==> src/design/assert_macros.svh <==
// ---------------------------------------------------------------------------
// Assertion macros shared by the viewport scroll controller
// Concurrent checks with a clock and an optional synchronous reset.
// ---------------------------------------------------------------------------
`ifndef ASSERT_MACROS_SVH
`define ASSERT_MACROS_SVH

// Check a property on every rising edge, held off while reset is low
`define VSC_ASSERT(label, clk, rst_n, prop, msg) \
    label: assert property (@(posedge clk) disable iff (!(rst_n)) prop) \
        else $error(msg);

// Check a property on every rising edge, reset included
`define VSC_ASSERT_ALWAYS(label, clk, prop, msg) \
    label: assert property (@(posedge clk) prop) else $error(msg);

`endif

==> src/design/vsc_pkg.sv <==
// ---------------------------------------------------------------------------
// vsc_pkg
// Command codes, register indexes and shared types of the scroll controller.
// ---------------------------------------------------------------------------
`default_nettype none

package vsc_pkg;

    localparam int CMD_W   = 4;
    localparam int CHAR_W  = 8;
    localparam int IN_W    = 16;
    localparam int LIM_W   = 32;
    localparam int STEP_W  = 9;
    localparam int DIGIT_W = 4;

    localparam int CFG_IDX_W  = 2;
    localparam int CFG_DATA_W = 24;

    // Register indexes
    localparam logic [CFG_IDX_W-1:0] REG_SCREEN_ROWS    = 2'd0;
    localparam logic [CFG_IDX_W-1:0] REG_SCREEN_COLUMNS = 2'd1;
    localparam logic [CFG_IDX_W-1:0] REG_SEQUENCE_COUNT = 2'd2;
    localparam logic [CFG_IDX_W-1:0] REG_LONGEST_LENGTH = 2'd3;

    // Command codes
    localparam logic [CMD_W-1:0] CMD_NOTE_KEY    = 4'd0;
    localparam logic [CMD_W-1:0] CMD_RESET_ACCEL = 4'd1;
    localparam logic [CMD_W-1:0] CMD_STEP_DOWN   = 4'd2;
    localparam logic [CMD_W-1:0] CMD_STEP_UP     = 4'd3;
    localparam logic [CMD_W-1:0] CMD_STEP_RIGHT  = 4'd4;
    localparam logic [CMD_W-1:0] CMD_STEP_LEFT   = 4'd5;
    localparam logic [CMD_W-1:0] CMD_HALF_DOWN   = 4'd6;
    localparam logic [CMD_W-1:0] CMD_HALF_UP     = 4'd7;
    localparam logic [CMD_W-1:0] CMD_HALF_RIGHT  = 4'd8;
    localparam logic [CMD_W-1:0] CMD_HALF_LEFT   = 4'd9;
    localparam logic [CMD_W-1:0] CMD_JUMP_START  = 4'd10;
    localparam logic [CMD_W-1:0] CMD_JUMP_CHAR   = 4'd11;
    localparam logic [CMD_W-1:0] CMD_JUMP_EXEC   = 4'd12;
    localparam logic [CMD_W-1:0] CMD_JUMP_CANCEL = 4'd13;
    localparam logic [CMD_W-1:0] CMD_RECLAMP     = 4'd14;

    localparam logic [CHAR_W-1:0] CHAR_ZERO = 8'h30;
    localparam logic [CHAR_W-1:0] CHAR_NINE = 8'h39;

    // Scroll limits derived from the configuration registers
    typedef struct packed {
        logic [LIM_W-1:0]  row_limit;
        logic [LIM_W-1:0]  col_limit;
        logic [STEP_W-1:0] half_rows;
        logic [STEP_W-1:0] half_cols;
    } t_limits;

endpackage

`default_nettype wire

==> src/design/vsc_cfg.sv <==
// ---------------------------------------------------------------------------
// vsc_cfg
// Configuration registers and the scroll limits that follow from them.
// ---------------------------------------------------------------------------
`default_nettype none

module vsc_cfg #(
    parameter int ROW_WIDTH = 16,
    parameter int COL_WIDTH = 24
) (
    input  wire logic                          i_clk,
    input  wire logic                          i_rst_n,
    input  wire logic                          i_cfg_we,
    input  wire logic [vsc_pkg::CFG_IDX_W-1:0] i_cfg_index,
    input  wire logic [vsc_pkg::CFG_DATA_W-1:0] i_cfg_wdata,
    output vsc_pkg::t_limits                   o_lim
);
    import vsc_pkg::*;

    localparam logic [LIM_W:0] ROW_MAX = (33'd1 << ROW_WIDTH) - 33'd1;
    localparam logic [LIM_W:0] COL_MAX = (33'd1 << COL_WIDTH) - 33'd1;

    logic [9:0]  r_screen_rows;
    logic [9:0]  r_screen_columns;
    logic [15:0] r_sequence_count;
    logic [23:0] r_longest_length;

    logic signed [17:0] row_span;
    logic [LIM_W:0]     row_free;
    logic [23:0]        col_last;

    always_ff @(posedge i_clk) begin
        if (!i_rst_n) begin
            r_screen_rows    <= 10'd24;
            r_screen_columns <= 10'd80;
            r_sequence_count <= 16'd0;
            r_longest_length <= 24'd0;
        end else if (i_cfg_we) begin
            unique case (i_cfg_index)
                REG_SCREEN_ROWS:    r_screen_rows    <= i_cfg_wdata[9:0];
                REG_SCREEN_COLUMNS: r_screen_columns <= i_cfg_wdata[9:0];
                REG_SEQUENCE_COUNT: r_sequence_count <= i_cfg_wdata[15:0];
                REG_LONGEST_LENGTH: r_longest_length <= i_cfg_wdata[23:0];
                default: ;
            endcase
        end
    end

    // Row limit: rows less the content rows (screen less ruler and status)
    assign row_span = $signed({2'b00, r_sequence_count}) - $signed({8'd0, r_screen_rows})
                    + 18'sd2;
    assign row_free = row_span[17] ? '0 : {16'd0, row_span[16:0]};
    assign col_last = (r_longest_length == 24'd0) ? 24'd0 : r_longest_length - 24'd1;

    always_comb begin
        o_lim.row_limit = (row_free > ROW_MAX) ? ROW_MAX[LIM_W-1:0] : row_free[LIM_W-1:0];
        o_lim.col_limit = ({9'd0, col_last} > COL_MAX) ? COL_MAX[LIM_W-1:0]
                                                       : {8'd0, col_last};
        o_lim.half_rows = (r_screen_rows >= 10'd4)
                        ? STEP_W'((r_screen_rows - 10'd2) >> 1) : STEP_W'(1);
        o_lim.half_cols = (r_screen_columns >= 10'd20)
                        ? STEP_W'((r_screen_columns - 10'd18) >> 1) : STEP_W'(1);
    end

endmodule

`default_nettype wire

==> src/design/vsc_engine.sv <==
// ---------------------------------------------------------------------------
// vsc_engine
// Viewport state registers and the next-state update for each command word.
// ---------------------------------------------------------------------------
`default_nettype none

module vsc_engine #(
    parameter int MAX_JUMP_DIGITS = 15,
    parameter int ROW_WIDTH       = 16,
    parameter int COL_WIDTH       = 24
) (
    input  wire logic                          i_clk,
    input  wire logic                          i_rst_n,
    input  wire logic                          i_en,
    input  wire logic [vsc_pkg::CMD_W-1:0]     i_command,
    input  wire logic [vsc_pkg::CHAR_W-1:0]    i_key_char,
    input  wire vsc_pkg::t_limits              i_lim,
    output logic [ROW_WIDTH-1:0]               o_top_row,
    output logic [COL_WIDTH-1:0]               o_left_column,
    output logic [vsc_pkg::STEP_W-1:0]         o_step_size,
    output logic                               o_jump_active,
    output logic [COL_WIDTH-1:0]               o_jump_value,
    output logic [vsc_pkg::DIGIT_W-1:0]        o_jump_count
);
    import vsc_pkg::*;

    localparam int RS_W = ROW_WIDTH + 10;
    localparam int CS_W = COL_WIDTH + 10;
    localparam int JS_W = COL_WIDTH + 4;

    logic [ROW_WIDTH-1:0] r_row_offset, n_row_offset;
    logic [COL_WIDTH-1:0] r_col_offset, n_col_offset;
    logic [CHAR_W-1:0]    r_previous_key, n_previous_key;
    logic [4:0]           r_repeats, n_repeats;
    logic [STEP_W-1:0]    r_accel, n_accel;
    logic                 r_jump_open, n_jump_open;
    logic [DIGIT_W-1:0]   r_jump_digits, n_jump_digits;
    logic [COL_WIDTH-1:0] r_jump_accum, n_jump_accum;

    logic [ROW_WIDTH-1:0] lim_row;
    logic [COL_WIDTH-1:0] lim_col;
    logic                 step_cmd_v, step_cmd_h;
    logic [STEP_W-1:0]    amt_v, amt_h;
    logic [RS_W-1:0]      row_sum, row_diff;
    logic [CS_W-1:0]      col_sum, col_diff;
    logic [ROW_WIDTH-1:0] row_down, row_up;
    logic [COL_WIDTH-1:0] col_right, col_left;
    logic [4:0]           rep_inc;
    logic [JS_W-1:0]      jump_next;
    logic [COL_WIDTH-1:0] jump_sat, jump_target;
    logic                 digit_ok;

    assign lim_row = i_lim.row_limit[ROW_WIDTH-1:0];
    assign lim_col = i_lim.col_limit[COL_WIDTH-1:0];

    assign step_cmd_v = (i_command == CMD_STEP_DOWN) || (i_command == CMD_STEP_UP);
    assign step_cmd_h = (i_command == CMD_STEP_RIGHT) || (i_command == CMD_STEP_LEFT);
    assign amt_v = step_cmd_v ? r_accel : i_lim.half_rows;
    assign amt_h = step_cmd_h ? r_accel : i_lim.half_cols;

    // Move and clamp
    assign row_sum   = RS_W'(r_row_offset) + RS_W'(amt_v);
    assign row_down  = (row_sum > RS_W'(lim_row)) ? lim_row : row_sum[ROW_WIDTH-1:0];
    assign row_diff  = RS_W'(r_row_offset) - RS_W'(amt_v);
    assign row_up    = (RS_W'(amt_v) >= RS_W'(r_row_offset)) ? '0 : row_diff[ROW_WIDTH-1:0];
    assign col_sum   = CS_W'(r_col_offset) + CS_W'(amt_h);
    assign col_right = (col_sum > CS_W'(lim_col)) ? lim_col : col_sum[COL_WIDTH-1:0];
    assign col_diff  = CS_W'(r_col_offset) - CS_W'(amt_h);
    assign col_left  = (CS_W'(amt_h) >= CS_W'(r_col_offset)) ? '0 : col_diff[COL_WIDTH-1:0];

    assign rep_inc = (r_repeats == 5'd31) ? r_repeats : r_repeats + 5'd1;

    // Decimal digit: accum * 10 + digit, saturating at full scale
    assign digit_ok  = r_jump_open && (i_key_char >= CHAR_ZERO) && (i_key_char <= CHAR_NINE)
                     && (r_jump_digits < DIGIT_W'(MAX_JUMP_DIGITS));
    assign jump_next = (JS_W'(r_jump_accum) << 3) + (JS_W'(r_jump_accum) << 1)
                     + JS_W'(i_key_char[3:0]);
    assign jump_sat  = (jump_next[JS_W-1:COL_WIDTH] != '0) ? '1 : jump_next[COL_WIDTH-1:0];
    assign jump_target = r_jump_accum - COL_WIDTH'(1);

    always_comb begin
        n_row_offset   = r_row_offset;
        n_col_offset   = r_col_offset;
        n_previous_key = r_previous_key;
        n_repeats      = r_repeats;
        n_accel        = r_accel;
        n_jump_open    = r_jump_open;
        n_jump_digits  = r_jump_digits;
        n_jump_accum   = r_jump_accum;
        unique case (i_command) inside
            CMD_NOTE_KEY: begin
                n_previous_key = i_key_char;
                if (r_previous_key == i_key_char) begin
                    n_repeats = rep_inc;
                    if (rep_inc <= 5'd2)       n_accel = STEP_W'(1);
                    else if (rep_inc <= 5'd5)  n_accel = STEP_W'(16);
                    else if (rep_inc <= 5'd10) n_accel = STEP_W'(32);
                    else if (rep_inc <= 5'd20) n_accel = STEP_W'(64);
                    else                       n_accel = STEP_W'(256);
                end else begin
                    n_repeats = 5'd1;
                    n_accel   = STEP_W'(1);
                end
            end
            CMD_RESET_ACCEL: begin
                n_repeats      = 5'd0;
                n_accel        = STEP_W'(1);
                n_previous_key = '0;
            end
            CMD_STEP_DOWN, CMD_HALF_DOWN:   n_row_offset = row_down;
            CMD_STEP_UP, CMD_HALF_UP:       n_row_offset = row_up;
            CMD_STEP_RIGHT, CMD_HALF_RIGHT: n_col_offset = col_right;
            CMD_STEP_LEFT, CMD_HALF_LEFT:   n_col_offset = col_left;
            CMD_JUMP_START: begin
                n_jump_open   = 1'b1;
                n_jump_digits = '0;
                n_jump_accum  = '0;
            end
            CMD_JUMP_CHAR: begin
                if (digit_ok) begin
                    n_jump_accum  = jump_sat;
                    n_jump_digits = r_jump_digits + DIGIT_W'(1);
                end
            end
            CMD_JUMP_EXEC: begin
                if (r_jump_open) begin
                    if ((r_jump_digits != '0) && (r_jump_accum != '0)) begin
                        n_col_offset = (jump_target > lim_col) ? lim_col : jump_target;
                    end
                    n_jump_open   = 1'b0;
                    n_jump_digits = '0;
                    n_jump_accum  = '0;
                end
            end
            CMD_JUMP_CANCEL: begin
                n_jump_open   = 1'b0;
                n_jump_digits = '0;
                n_jump_accum  = '0;
            end
            CMD_RECLAMP: begin
                if (r_row_offset > lim_row) n_row_offset = lim_row;
                if (r_col_offset > lim_col) n_col_offset = lim_col;
            end
            default: ;
        endcase
    end

    always_ff @(posedge i_clk) begin
        if (!i_rst_n) begin
            r_row_offset   <= '0;
            r_col_offset   <= '0;
            r_previous_key <= '0;
            r_repeats      <= '0;
            r_accel        <= STEP_W'(1);
            r_jump_open    <= 1'b0;
            r_jump_digits  <= '0;
            r_jump_accum   <= '0;
        end else if (i_en) begin
            r_row_offset   <= n_row_offset;
            r_col_offset   <= n_col_offset;
            r_previous_key <= n_previous_key;
            r_repeats      <= n_repeats;
            r_accel        <= n_accel;
            r_jump_open    <= n_jump_open;
            r_jump_digits  <= n_jump_digits;
            r_jump_accum   <= n_jump_accum;
        end
    end

    // Present the state as it stands after this word
    assign o_top_row     = n_row_offset;
    assign o_left_column = n_col_offset;
    assign o_step_size   = n_accel;
    assign o_jump_active = n_jump_open;
    assign o_jump_value  = n_jump_accum;
    assign o_jump_count  = n_jump_digits;

endmodule

`default_nettype wire

==> src/design/viewport_scroll_controller_core.sv <==
// ---------------------------------------------------------------------------
// viewport_scroll_controller_core
// Row and column offsets of a viewport, driven by scroll and jump commands.
// ---------------------------------------------------------------------------
// Takes one command word per cycle while the result side is not stalled and
// returns one result word per command, holding the viewport state after that
// command. A word passes the input register, then the result register; throughput
// is one word per cycle without back-pressure, set by the update loop of the
// offset, step and jump registers. Configuration writes are expected only while no
// word is in flight; the derived scroll limits follow the registers with no delay.
`default_nettype none

`include "assert_macros.svh"

module viewport_scroll_controller_core #(
    parameter int MAX_JUMP_DIGITS = 15,
    parameter int ROW_WIDTH       = 16,
    parameter int COL_WIDTH       = 24,
    localparam int OUT_BITS       = ROW_WIDTH + 2 * COL_WIDTH + 14,
    localparam int OUT_W          = ((OUT_BITS + 7) / 8) * 8
) (
    input  wire logic                           i_clk,
    input  wire logic                           i_rst_n,
    input  wire logic                           i_cfg_we,
    input  wire logic [vsc_pkg::CFG_IDX_W-1:0]  i_cfg_index,
    input  wire logic [vsc_pkg::CFG_DATA_W-1:0] i_cfg_wdata,
    input  wire logic                           i_s_axis_tvalid,
    output logic                                o_s_axis_tready,
    // command [3:0], key_char [11:4], zero [15:12]
    input  wire logic [vsc_pkg::IN_W-1:0]       i_s_axis_tdata,
    output logic                                o_m_axis_tvalid,
    input  wire logic                           i_m_axis_tready,
    // top_row, left_column, step_size, jump_active, jump_value, jump_count,
    // then zero fill
    output logic [OUT_W-1:0]                    o_m_axis_tdata
);
    import vsc_pkg::*;

    t_limits lim;

    logic              r_in_valid;
    logic [CMD_W-1:0]  r_in_command;
    logic [CHAR_W-1:0] r_in_char;
    logic              adv_out, adv_in;

    logic [ROW_WIDTH-1:0] eng_row;
    logic [COL_WIDTH-1:0] eng_col, eng_jacc;
    logic [STEP_W-1:0]    eng_accel;
    logic                 eng_jopen;
    logic [DIGIT_W-1:0]   eng_jdig;

    logic                 r_out_valid;
    logic [ROW_WIDTH-1:0] r_out_row;
    logic [COL_WIDTH-1:0] r_out_col, r_out_jacc;
    logic [STEP_W-1:0]    r_out_accel;
    logic                 r_out_jopen;
    logic [DIGIT_W-1:0]   r_out_jdig;

    vsc_cfg #(
        .ROW_WIDTH(ROW_WIDTH),
        .COL_WIDTH(COL_WIDTH)
    ) u_cfg (
        .i_clk      (i_clk),
        .i_rst_n    (i_rst_n),
        .i_cfg_we   (i_cfg_we),
        .i_cfg_index(i_cfg_index),
        .i_cfg_wdata(i_cfg_wdata),
        .o_lim      (lim)
    );

    // Result register frees when empty or taken; input register behind it
    assign adv_out = !r_out_valid || i_m_axis_tready;
    assign adv_in  = !r_in_valid || adv_out;
    assign o_s_axis_tready = adv_in;

    always_ff @(posedge i_clk) begin
        if (!i_rst_n) begin
            r_in_valid <= 1'b0;
        end else if (adv_in) begin
            r_in_valid <= i_s_axis_tvalid;
        end
    end

    always_ff @(posedge i_clk) begin
        if (adv_in && i_s_axis_tvalid) begin
            r_in_command <= i_s_axis_tdata[CMD_W-1:0];
            r_in_char    <= i_s_axis_tdata[CMD_W+CHAR_W-1:CMD_W];
        end
    end

    vsc_engine #(
        .MAX_JUMP_DIGITS(MAX_JUMP_DIGITS),
        .ROW_WIDTH      (ROW_WIDTH),
        .COL_WIDTH      (COL_WIDTH)
    ) u_engine (
        .i_clk        (i_clk),
        .i_rst_n      (i_rst_n),
        .i_en         (r_in_valid && adv_out),
        .i_command    (r_in_command),
        .i_key_char   (r_in_char),
        .i_lim        (lim),
        .o_top_row    (eng_row),
        .o_left_column(eng_col),
        .o_step_size  (eng_accel),
        .o_jump_active(eng_jopen),
        .o_jump_value (eng_jacc),
        .o_jump_count (eng_jdig)
    );

    always_ff @(posedge i_clk) begin
        if (!i_rst_n) begin
            r_out_valid <= 1'b0;
        end else if (adv_out) begin
            r_out_valid <= r_in_valid;
        end
    end

    always_ff @(posedge i_clk) begin
        if (adv_out && r_in_valid) begin
            r_out_row   <= eng_row;
            r_out_col   <= eng_col;
            r_out_accel <= eng_accel;
            r_out_jopen <= eng_jopen;
            r_out_jacc  <= eng_jacc;
            r_out_jdig  <= eng_jdig;
        end
    end

    assign o_m_axis_tvalid = r_out_valid;
    assign o_m_axis_tdata  = OUT_W'({r_out_jdig, r_out_jacc, r_out_jopen, r_out_accel,
                                     r_out_col, r_out_row});

    `VSC_ASSERT(a_step_legal, i_clk, i_rst_n,
        r_out_valid |-> (r_out_accel == 9'd1 || r_out_accel == 9'd16 ||
                         r_out_accel == 9'd32 || r_out_accel == 9'd64 ||
                         r_out_accel == 9'd256),
        "step size off the acceleration ladder")
    `VSC_ASSERT(a_jump_closed_clear, i_clk, i_rst_n,
        (r_out_valid && !r_out_jopen) |-> (r_out_jdig == '0 && r_out_jacc == '0),
        "jump digits left behind with jump entry closed")
    `VSC_ASSERT(a_jump_count_cap, i_clk, i_rst_n,
        r_out_valid |-> (r_out_jdig <= DIGIT_W'(MAX_JUMP_DIGITS)),
        "jump digit count past its cap")
    `VSC_ASSERT(a_word_moves_on, i_clk, i_rst_n,
        (r_in_valid && adv_out) |=> r_out_valid,
        "word in the input register lost on its way to the result register")
    `VSC_ASSERT_ALWAYS(a_reset_empty, i_clk,
        !i_rst_n |=> (!r_out_valid && !r_in_valid),
        "pipeline holds a word after reset")

endmodule

`default_nettype wire
==> config.mk <==
export PLATFORM = sky130hd
export DESIGN_NAME = viewport_scroll_controller_core
export DESIGN_NICKNAME = d
export VERILOG_FILES = /design/src/design/vsc_pkg.sv /design/src/design/vsc_cfg.sv /design/src/design/vsc_engine.sv /design/src/design/viewport_scroll_controller_core.sv
export VERILOG_INCLUDE_DIRS = /design/src /design/src/design
export SDC_FILE = /design/constraint.sdc
export NUM_CORES = 1
export LEC_CHECK = 0
export BUFFER_PORTS_ARGS = -buffer_cell sky130_fd_sc_hd__buf_2
export CORE_MARGIN = 2
export CORE_UTILIZATION = 60
export CTS_CLUSTER_DIAMETER = 120
export DETAILED_ROUTE_END_ITERATION = 10
export PLACE_DENSITY_LB_ADDON = 0.25
export SLEW_MARGIN = 10
export SYNTH_ARGS = -nofsm -noshare
export SYNTH_HDL_FRONTEND = slang
export SYNTH_SLANG_ARGS = --single-unit
==> constraint.sdc <==
create_clock -name i_clk -period 9.3 [get_ports i_clk]
set_clock_uncertainty 0.05 [all_clocks]
set_input_delay 0.465 -clock i_clk [delete_from_list [all_inputs] [get_ports i_clk]]
set_output_delay 0.465 -clock i_clk [all_outputs]
set_load 0.01 [all_outputs]
=== Word-level counts from Yosys, hierarchy flattened ===
Cells that the tools add are included.

* Bits in registers: 243
* Latch bits: 0
* Bits in writable memories: 0
* Memory bits (read-only): 0
* Word-level logic and storage cells: 138
* Memories kept: 0

* Add/sub/neg operators: 14
* $mul: 0
* Divide/modulo/power cells: 0
* Magnitude comparators: 17
* Equal/unequal tests: 19
* Shifts and indexed selects: 0
* Muxes and demuxes: 36
* Bitwise gates (word level): 0
* Reduce and logical (&&, ||, !) cells: 30

{| class="wikitable"
|+ Operators with widths
! kind !! number
|-
| 24-bit two-way mux || 10
|-
| 24-bit case mux with 4 select lines || 1
|-
| 9-bit two-way mux || 9
|-
| 24-bit case mux with 3 select lines || 1
|-
| 16-bit two-way mux || 4
|-
| 24-bit > comparator || 2
|-
| 16-bit case mux with 3 select lines || 1
|-
| 24-bit by 1-bit subtractor with 24-bit output, second input constant || 2
|-
| 34-bit by 24-bit > comparator with 1-bit output || 1
|-
| 27-bit by 25-bit adder with 28-bit output || 1
|-
| 28-bit by 4-bit adder with 28-bit output || 1
|-
| 4-bit equality test, second input constant || 7
|-
| 26-bit by 16-bit > comparator with 1-bit output || 1
|-
| 24-bit by 9-bit adder with 25-bit output || 1
|-
| 9-bit by 24-bit greater-or-equal comparator with 1-bit output || 1
|-
| 24-bit logical NOT || 1
|-
| 24-bit nonzero test || 1
|-
| 24-bit by 9-bit subtractor with 24-bit output || 1
|-
| 18-bit by 3-bit adder with 18-bit output, second input constant || 1
|-
| 9-bit case mux with 2 select lines || 1
|-
| 16-bit by 9-bit adder with 17-bit output || 1
|-
| 17-bit by 16-bit > comparator with 1-bit output, second input constant || 1
|-
| 17-bit two-way mux || 1
|-
| 16-bit by 10-bit subtractor with 17-bit output || 1
|-
| 38 further kinds || 64
|}

=== Depth between registers and ports, before layout ===
* Depth after elaboration: 9
* Gate-level depth with buffers: 33
* Depth with buffers taken out: 30

=== By module ===
A second synthesis with hierarchy kept.

* Cells, all modules: 2574
* Area, all modules: 21107.7 um2

{| class="wikitable"
|+ By module, submodules not included
! module !! instances !! cells each !! area an instance (um2) !! sequential area each (um2)
|-
| vsc_engine || 1 || 1878 || 13888.3 || 1821.7
|-
| vsc_cfg || 1 || 593 || 4386.7 || 1181.1
|-
| viewport_scroll_controller_core || 1 || 103 || 2832.7 || 2742.6
|}

=== Least setup slack after synthesis ===
Ideal clock, no wire load.

* Kind: reg-to-reg
* Start: register r_in_command[3]
* End: register r_out_col[1], data pin
* Data arrival time: 6.241 ns
* Data required time: 8.976 ns
* Slack: 2.735 ns
* Cell stages (with the launch flop): 32
* Buffers on the path: 4
* Period minus slack after synthesis: 6.565 ns
* Path through: edfxtp_1 > clkbuf_1 > nor2_1 > clkbuf_1 > a21oi_1 > a21oi_1 > ha_1 > inv_1 > fa_1 > nor2b_1 > o21ai_0 > a21oi_1 > o21ai_0 > a21boi_0 > o21ai_0 > a211oi_1 > and3_1 > xor2_1 > ha_1 > a21o_1 > a21oi_1 > nor2b_1 > o21ai_0 > nand2b_1 > a21oi_1 > o211ai_1 > a32oi_1 > clkbuf_1 > clkbuf_1 > o21ai_0 > a2111oi_0 > a21oi_1

* Cells in the longest elaborated chain, start to end: 7
* Elaborated cells between the ends (all ways): 17

{| class="wikitable"
|+ Ends and longest elaborated chain
! what !! line !! text
|-
| start, declared || viewport_scroll_controller_core.sv:42 || <nowiki>logic [CMD_W-1:0] r_in_command;</nowiki>
|-
| start signal, assigned || viewport_scroll_controller_core.sv:86 || <nowiki>r_in_command <= i_s_axis_tdata[CMD_W-1:0];</nowiki>
|-
| 4-bit by 3-bit equality test with 1-bit output || vsc_engine.sv:57 || <nowiki>assign step_cmd_h = (i_command == CMD_STEP_RIGHT) || (i_command == CMD_STEP_LEFT);</nowiki>
|-
| 1-bit logical OR || vsc_engine.sv:57 ||
|-
| 9-bit two-way mux || vsc_engine.sv:59 || <nowiki>assign amt_h = step_cmd_h ? r_accel : i_lim.half_cols;</nowiki>
|-
| 24-bit by 9-bit adder with 25-bit output || vsc_engine.sv:66 || <nowiki>assign col_sum = CS_W'(r_col_offset) + CS_W'(amt_h);</nowiki>
|-
| 34-bit by 24-bit > comparator with 1-bit output || vsc_engine.sv:67 || <nowiki>assign col_right = (col_sum > CS_W'(lim_col)) ? lim_col : col_sum[COL_WIDTH-1:0];</nowiki>
|-
| 24-bit two-way mux || vsc_engine.sv:67 ||
|-
| 24-bit case mux with 4 select lines * || vsc_engine.sv:90 || <nowiki>unique case (i_command) inside</nowiki>
|-
| via eng_col[1] || viewport_scroll_controller_core.sv:47 || <nowiki>logic [COL_WIDTH-1:0] eng_col, eng_jacc;</nowiki>
|-
| end signal, assigned || viewport_scroll_controller_core.sv:121 || <nowiki>r_out_col <= eng_col;</nowiki>
|-
| end, declared || viewport_scroll_controller_core.sv:54 || <nowiki>logic [COL_WIDTH-1:0] r_out_col, r_out_jacc;</nowiki>
|}

Mark *: on every way through the listed nets, which the timed path passes. The rest lies on a longest branch.
A chain may end at the register's enable or synchronous reset.

=== Final worst setup path ===
* Start: register r_in_command[2]
* End: register u_engine.r_col_offset[12]

* Cells in the longest elaborated chain, start to end: 7
* Elaborated cells between the ends (all ways): 17

{| class="wikitable"
|+ Ends and longest elaborated chain
! what !! line !! text
|-
| 4-bit by 3-bit equality test with 1-bit output || vsc_engine.sv:57 ||
|-
| 1-bit logical OR || vsc_engine.sv:57 ||
|-
| 9-bit two-way mux || vsc_engine.sv:59 ||
|-
| 24-bit by 9-bit adder with 25-bit output || vsc_engine.sv:66 ||
|-
| 34-bit by 24-bit > comparator with 1-bit output || vsc_engine.sv:67 ||
|-
| 24-bit two-way mux || vsc_engine.sv:67 ||
|-
| 24-bit case mux with 4 select lines * || vsc_engine.sv:90 ||
|-
| via eng_col[12] || viewport_scroll_controller_core.sv:47 ||
|-
| end signal, assigned || vsc_engine.sv:160 || <nowiki>r_col_offset <= n_col_offset;</nowiki>
|-
| end, declared || vsc_engine.sv:32 || <nowiki>logic [COL_WIDTH-1:0] r_col_offset, n_col_offset;</nowiki>
|}

Marked as above.

==> results.tsv <==
metric	value	unit
grt_max_degree	112	
reg2reg_slack	1.43	ns
worst_ep_required_time	9.72	ns
syn_inst	2633	
grt_remaining_overflow	0	
tritoncts	yes	
min_from	i_s_axis_tdata[1]	
drt-wirelength-per-cell	20.6	um
wirelength	64700	um
clk_pin_slew_worst_paths	0.06	ns
drv_slew	0	
synth_warnings	0	
outcome	complete, no violations	
numCtsBuffers	28	
power.total	3600	uW
hold_depth	1	
mostFrequentLayoutCells	263 x nand2_1, 230 x nor2_1, 206 x ha_1	
worst_r2r_endpoint	u_engine.r_col_offset[12]	
min_path_type	in -> reg	
synthArstFlopShare	0	
grt_pass1_vias	18500	
ys_types	99	
max-cap-violations	0	
crit_fanout	35	
dieArea	36400	um2
die_x	191	um
synth_seq_area_share	0.275	
drcViolationCount	0	
p_leak	0.00977	uW
via_per_inst	6.43	
netlist_area	21000	um2
dpl.hpwl	48100	um
area_growth	9.03	%
tightest_slew	1.24	ns
arrival	8.29	ns
antenna_found_initial	0	
core	34500	um2
mostFrequentLayoutCell	nand2_1	
relSlewSlack	0.169	
die_y	191	um
ff2ff_path_depth	28	
drive_above_1_share	0.0973	
max_freq	0.127	GHz
gp_congestion	0.993	
diodes	0	
clk_latency	0.60	ns
cts_sinks	243	
cts_setup_buffers	0	
period_share	0.846	
end_kind	flop	
fin_nets	2921	
powerDensity	157	nW/um2
antenna_left	0	
fill_cells	2900	
finalHoldViolCount	0	
vias	20200	
synthFlopType	dfxtp_1	
whs_endpoint	r_in_command[1]	
rsz0062_at_grt	false	
portBuffers	122	
synth_top_area_share	0.146	
grt_pass1_wl	100000	um
cp-start-kind	flop	
pin_count	129	
dr.pass1.iters	6	
grt_usage	0.349	
cts_buffer_depth	3	
cts-hold-fix-buffers	9	
period_needed	7.87	ns
timing.setup.tns	0	ns
initial_core_util	0.608	
clock-root-buffer	clkbuf_16	
ys_ff_latch	243	
rows	68	
synth.area.top_cells	dfxtp_1 15%, edfxtp_1 13%, ha_1 12%, a21oi_1 4.7%, xnor2_1 4.7%	
synth_largest_area_cell	dfxtp_1	
cts_resized	0	
cp_slowest_cell	edfxtp_1	
max_stage_delay	0.68	ns
finalSetupViolCount	0	
syn_avg_cell_area	7.96	um2
htreeDepth	1	
drtIter0Drc	1961	
crit_type	reg -> reg	
ir_worst_vdd	0.195	mV
r2r_start	r_in_command[2]	
synth_edf_count	90	
[cell families (layout without fill, tap and decap cells)]
| group | after synthesis | in the layout | synth area share |
|---|---|---|---|
| XOR/XNOR | 153 | 153 | 0.0643 |
| AO/OA/AOI/OAI | 814 | 814 | 0.254 |
| AND/OR/NAND/NOR | 898 | 898 | 0.208 |
| adder cells (fa/ha/maj) | 216 | 216 | 0.131 |
| flip-flops | 243 | 243 | 0.275 |
| buffers and inverters | 275 | 324 | 0.0512 |
| other | 1 | 2 | 0.000179 |
| multiplexers | 33 | 33 | 0.0161 |
[worst max-delay path: cells and delay by family (launching register included)]
family                   cells  cell delay, ns
AND/OR/NAND/NOR              8            2.24
flip-flops                   1            0.68
buffers and inverters        2            0.50
AO/OA/AOI/OAI               15            3.31
adder cells (fa/ha/maj)      2            0.73
XOR/XNOR                     1            0.20
[cell usage after synthesis (18+ instances only)]
library cell,instances
a31oi_1,28
a21oi_1,198
inv_1,113
or3_1,18
xnor2_1,113
mux2i_1,28
nor2b_1,44
a21o_1,72
nand3_1,52
and2_1,21
nor2_1,230
a21boi_0,59
edfxtp_1,90
or2_2,20
nand2_1,263
xor2_1,39
o211ai_1,30
a211oi_1,36
dfxtp_1,153
and3_1,28
nand4_1,35
nor3_1,78
o21ai_0,188
o21a_1,38
clkbuf_1,140
nor4_1,32
ha_1,206
nand2b_1,19
[final cells by class]
type | count | area [um2] | area share
clock inverter | 16 | 224 | 0.00980
tap | 455 | 569 | 0.0249
inverter | 114 | 430 | 0.0188
timing repair buffer | 158 | 906 | 0.0397
clock buffer | 36 | 793 | 0.0347
sequential | 243 | 5770 | 0.252
multi-input combinational | 2116 | 14200 | 0.620
[stage by stage]
step	hold slack (ns)	instances	cell area (um2)	worst slack, ns	utilization
finish	0.0131	3138	22800	1.43	0.663
global route	0.00544	3138	22800	0.690	0.663
CTS	0.00230	3138	22800	1.59	0.663
detailed placement	0.422	3077	21700	1.63	0.631
global placement	0.412	3077	21700	1.73	0.631
floorplan	0.393	2634	21000	2.74	-
[state kept, by name (all words and copies together) (netlist names), 5 cells and up]
name / cells
u_engine.r_previous_key: 8
u_engine.r_jump_accum: 24
u_cfg.r_longest_length: 24
u_cfg.r_screen_rows: 10
u_engine.r_accel: 9
u_engine.r_repeats: 5
u_engine.r_col_offset: 24
r_out_accel: 9
r_out_jacc: 24
r_in_char: 8
u_cfg.r_screen_columns: 10
u_cfg.r_sequence_count: 16
u_engine.r_row_offset: 16
r_out_col: 24
r_out_row: 16
[per-layer routing]
layer | up-vias | GRT usage | share of wire
met1 | 9479 | 0.501 | 0.44
met5 | - | 0 | 0
met3 | 126 | 0.0681 | 0.097
met2 | 937 | 0.528 | 0.43
li1 | 9632 | - | -
met4 | 0 | 0.104 | 0.026
[power by group]
part / total (uW) / switching, uW / internal, uW / leakage [uW]
clock network: 1210 / 489 / 721 / 0.000502
registers: 1190 / 47.7 / 1150 / 0.00210
logic: 1190 / 770 / 421 / 0.00716
total: 3600 / 1310 / 2290 / 0.00977
[worst max-delay path by stage]
stage,start,to,slack (ns)
global route,r_in_command[2],u_engine.r_col_offset[12],0.69
finish,r_in_command[2],u_engine.r_col_offset[12],1.43
detailed placement,r_in_command[2],r_out_col[14],1.63
floorplan,r_in_command[3],r_out_col[1],2.74
global placement,r_in_command[2],r_out_col[14],1.73
CTS,r_in_command[2],r_out_col[14],1.59
No activity file was read; power rests on OpenSTA's default activity.
